===== src/hdl/imuv_queue.sv =====
module imuv_queue #(
	parameter int WIDTH = 8,
	parameter int DEPTH = 4
) (
	input  logic             clk,
	input  logic             arst_n,
	input  logic             push,
	input  logic [WIDTH-1:0] push_data,
	input  logic             pop,
	output logic             head_valid,
	output logic [WIDTH-1:0] head_data
);
	localparam int PTR_W = (DEPTH > 1) ? $clog2(DEPTH) : 1;
	localparam int CNT_W = $clog2(DEPTH + 1);

	logic [WIDTH-1:0] entry_q [DEPTH];
	logic [PTR_W-1:0] wr_q;
	logic [PTR_W-1:0] rd_q;
	logic [CNT_W-1:0] count_q;

	assign head_valid = (count_q != '0);
	assign head_data  = entry_q[rd_q];

	// Store pushed entries; space is guaranteed by the front's credit count.
	always_ff @(posedge clk) begin
		if (push) begin
			entry_q[wr_q] <= push_data;
		end
	end

	// Advance pointers and occupancy.
	always_ff @(posedge clk or negedge arst_n) begin
		if (!arst_n) begin
			wr_q    <= '0;
			rd_q    <= '0;
			count_q <= '0;
		end else begin
			if (push) begin
				wr_q <= (wr_q == PTR_W'(DEPTH - 1)) ? '0 : wr_q + 1'b1;
			end
			if (pop) begin
				rd_q <= (rd_q == PTR_W'(DEPTH - 1)) ? '0 : rd_q + 1'b1;
			end
			count_q <= count_q + CNT_W'(push) - CNT_W'(pop);
		end
	end

endmodule


===== config.mk =====
export PLATFORM = sky130hd
export DESIGN_NAME = imuv_queue
export DESIGN_NICKNAME = d
export VERILOG_FILES = /design/src/hdl/imuv_queue.sv
export SDC_FILE = /design/constraint.sdc
export NUM_CORES = 1
export LEC_CHECK = 0
export BUFFER_PORTS_ARGS = -buffer_cell sky130_fd_sc_hd__buf_2
export CAP_MARGIN = 25
export CORE_ASPECT_RATIO = 2
export CORE_MARGIN = 2
export CORE_UTILIZATION = 40
export DETAILED_ROUTE_END_ITERATION = 10
export REMOVE_ABC_BUFFERS = 1
export SKIP_CTS_REPAIR_TIMING = 1
export SLEW_MARGIN = 5
export SYNTH_ARGS = -nofsm -noshare
export SYNTH_HDL_FRONTEND = slang
export SYNTH_SLANG_ARGS = --single-unit

===== constraint.sdc =====
create_clock -name clk -period 3.5 [get_ports clk]
set_input_delay 0.35 -clock clk [delete_from_list [all_inputs] [get_ports clk]]
set_output_delay 0.35 -clock clk [all_outputs]
set_load 0.005 [all_outputs]

# Yosys cells after proc, flatten, opt, wreduce, memory -nomap -nowiden
# Memories as Yosys holds them, arrays and structs flattened.
# Cells that the tools add are included.
op_classes:
  addsub: 4
  n_eq_ne: 2
  muxes: 4
  reduce_logical: 1
op_table:
  columns: ["op", "n"]
  rows:
  - ["adder 2 x 1 -> 2 bit, second input constant", 2]
  - ["equality test 2 bit, second input constant", 2]
  - ["2-to-1 mux 2 bit", 2]
  - ["adder 3 x 1 -> 3 bit", 1]
  - ["nonzero test 3 bit", 1]
  - ["subtractor 3 x 1 -> 3 bit", 1]
  - ["2-to-1 mux 1 bit", 2]
totals:
  reg_bits: 7
  ram_bits: 32
  elab_cells: 15
  mem_count: 1
mem_list:
  columns: ["memory", "depth", "word_bits", "rd", "rd_ports_with_merged_regs", "wr", "line_no", "rtl"]
  rows:
  - ["entry_q", 4, 8, 1, 0, 1, "16", "logic [WIDTH-1:0] entry_q [DEPTH];"]

# Depth between registers and ports, before layout
logic_depth:
  ltp_word: 2
  depth_mapped: 8
  mapped_depth_nobuf: 8

# Least setup slack after synthesis
# Ideal clock, no wire load.
synth_path:
  path_type: "input -> register"
  start: "in pop"
  end: "reg count_q[2]"
  setup_ns: 0.123
  arrival_time_ns: 1.448
  slack_ns: 1.930
  path_stages: 7
  n_path_buf: 0
  path_cell_list: "ha_1 > inv_1 > ha_1 > inv_1 > fa_1 > xnor2_1 > xnor2_1"
synth_via:
  elab_chain_len: 1
synth_lines:
  columns: ["element", "line_no", "rtl"]
  rows:
  - ["start, declared", "9", "input logic pop,"]
  - ["subtractor 3 x 1 -> 3 bit", "44", "count_q <= count_q + CNT_W'(push) - CNT_W'(pop);"]
  - ["end signal, assigned", "44", null]
  - ["end, declared", "19", "logic [CNT_W-1:0] count_q;"]
# No other way between the ends.
# A chain may end at the register's enable or synchronous reset.

# Worst setup path in the final report
layout_path:
  start: "reg rd_q[0]"
  end: "out head_data[6]"
layout_via:
  elab_chain_len: 1
layout_lines:
  columns: ["element", "line_no", "rtl"]
  rows:
  - ["start, declared", "18", "logic [PTR_W-1:0] rd_q;"]
  - ["start signal, assigned", "42", "rd_q <= (rd_q == PTR_W'(DEPTH - 1)) ? '0 : rd_q + 1'b1;"]
  - ["memory (4 x 8 bit)", null, null]
  - ["end, declared", "11", "output logic [WIDTH-1:0] head_data"]
# No other way between the ends.

==> results.cfg <==
[cells_and_area]
drive_gt1_share_pct = 35.0
fill_cells = 340
fin_nets = 123
final_area_sq_um = 1800
antenna_cells = 0
area_growth_pct = 15.1

[yosys]
synthDistinctLibCells = 16
yosys-top-cells-count = edfxtp_1, mux4_2, dfrtp_1, ha_1, inv_1
yosys_warnings = 0
synth_edf_count = 32
ys.flop_type = edfxtp_1
avgSynthCellArea_sq_um = 20.3
synthArstFlopShare_pct = 17.9
synth_most_common_cell = edfxtp_1
synth.top_cells.by_area = edfxtp_1, mux4_2, dfrtp_1
synth_cells = 77
yosysTopAreaCellShare_pct = 61.6
ys_seq_area_share_pct = 72.8
synth_seq_cells = 39
syn_area_sq_um = 1560
yosysTopAreaCell = edfxtp_1

[placement]
hpwl_um = 1670
post-place-ws_ns = 1.70
place_congestion = 0.653
port_buffers = 20
placed_area_sq_um = 1710

[worst_hold_path]
hold_path_class = input port to register

[timing]
hold_viol_final = 0
finalWorstSetupSlack_ns = 1.44
rsz0062_at_grt = false
layout_min_cycle_time_ns = 2.06
finalClockSkew_ns = 0.00314
final.setup.tns_ns = 0
slew_viol_final = 0
maxSlewHeadroom_pct = 60.5
max_freq_mhz = 485
period_share_pct = 58.9
setup_viol = 0
worstMarginPinSlew_ns = 0.592

[drt]
ant_nets = 0
vias = 743
firstDrtPassIters = 2
routedWlPerCell_um = 14.7
route.detailed.drc = 0
viasPerCell = 4.82
drt-initial-drc-count = 14
wirelength_um = 2270

[critical_path]
path_buf_inv = 1
cp-start-kind = register
cp_top_family = flip-flops
max_stage_delay_ns = 0.72
cp.required_ns = 3.15
worstSetupPathType = register to output port
slowest_stage = dfrtp_1
endpoint_kind = output port
cp_max_fo = 11
crit_path_cell_trace = mux4_2 > buf_2
critPathArrivalTime_ns = 1.71

[global_route]
grt_max_degree = 12
grt_pass1_wl_um = 3660
overflow = 0
grt_usage_pct = 12.2
grt_pass1_vias = 778
antenna_found_initial = 0

[outcome]
status = finished, final reports clean

[cts]
clk_latency_ns = 0.28
h-tree-depth = 2
clk_pin_slew_ns = 0.07
cts-root-buf = clkbuf_8
clock_path_buffers = 2
cts_tree = done
cts_buffers = 5
cts_num_sinks = 39

[pwr]
vdd_drop_max_mv = 0.368
powerDensity_nw_per_um2 = 736
leakagePower_nw = 0.674

[die]
design.core.area_sq_um = 3800
die_w_um = 48.2
die_area_sq_um = 4450
io_pins = 21
fp.dieH_um = 92.3
std_cell_rows = 32
start_util_pct = 41.0

[run]
maxCapViolCount = 0
layout by cell type (no fill, tap or decap):
master	n
dfrtp_1	7
clkinv_2	1
and2_1	4
fa_1	1
buf_2	20
or3_1	1
clkbuf_8	5
nor2_1	1
xnor2_1	2
dlygate4sd3_1	1
or3b_1	1
mux2_2	2
o21ai_0	2
edfxtp_1	32
nand2_1	1
clkinv_1	1
inv_1	6
ha_1	7
mux4_2	8
worst paths after layout:
check,startpoint,endpoint,slack [ns],cells after the start
setup reg to reg,count_q[0]$_DFF_PN0_,count_q[2]$_DFF_PN0_,1.87,8
max in group asynchronous,arst_n,rd_q[0]$_DFFE_PN0P_,2.92,2
hold reg to reg,count_q[2]$_DFF_PN0_,count_q[2]$_DFF_PN0_,0.47,1
setup / recovery,rd_q[0]$_DFFE_PN0P_,head_data[6],1.44,2
min in group asynchronous,arst_n,wr_q[0]$_DFFE_PN0P_,0.43,2
hold / removal,push_data[1],entry_q[2][1]$_DFFE_PP_,0.28,1
flip-flops by register name, summed over array words and instances (netlist names):
register and count:
wr_q 2, rd_q 2, count_q 3, entry_q 32
power by group:
| group | switching [mW] | total, mW | internal (mW) |
|---|---|---|---|
| clock network | 0.140 | 0.273 | 0.132 |
| registers | 0.0885 | 0.700 | 0.612 |
| logic | 0.140 | 0.348 | 0.208 |
per-stage QoR:
step / cells / hold WS (ns) / total power [mW] / utilization [%]
floorplan: 75 / 0.0544 / 0.937 / -
global placement: 146 / 0.191 / 1.05 / 44.9
detailed placement: 146 / 0.193 / 1.07 / 44.9
CTS: 153 / -0.113 / 1.34 / 46.9
global route: 154 / 0.272 / 1.42 / 47.2
finish: 154 / 0.284 / 1.32 / 47.2
layout make-up:
class | instances | area, sq um | share of cell area, %
Clock buffer | 5 | 68.8 | 3.83
Clock inverter | 2 | 8.76 | 0.488
Inverter | 6 | 22.5 | 1.25
Multi-Input combinational cell | 30 | 385 | 21.5
Sequential cell | 39 | 1140 | 63.3
Tap cell | 51 | 63.8 | 3.55
Timing Repair Buffer | 21 | 110 | 6.13
worst reg2reg max path: cells and delay by family, from the launching register on:
family | cells | cell delay (ns)
flops | 1 | 0.34
xor+xnor | 2 | 0.31
buf+inv | 3 | 0.15
fa+ha+maj | 3 | 0.76
kinds of logic after synthesis:
logic type | after synthesis | share of synthesized area (%)
and+or+nand+nor | 8 | 3.05
adders and majority gates | 8 | 6.90
muxes | 10 | 13.0
AOI/OAI and AO/OA | 2 | 0.642
xor gates and xnor gates | 2 | 1.12
DFF | 39 | 72.8
buffers and inverters | 8 | 2.49
per-layer routing:
metal | GRT usage [%] | share of wire [%] | up-vias
met5 | 0 | 0 | -
met4 | 6.76 | 2.7 | 0
met3 | 3.90 | 4.1 | 5
met2 | 19.5 | 56 | 20
met1 | 13.4 | 37 | 378
li1 | - | - | 340
Note: power is estimated with default switching activity, not from simulation.
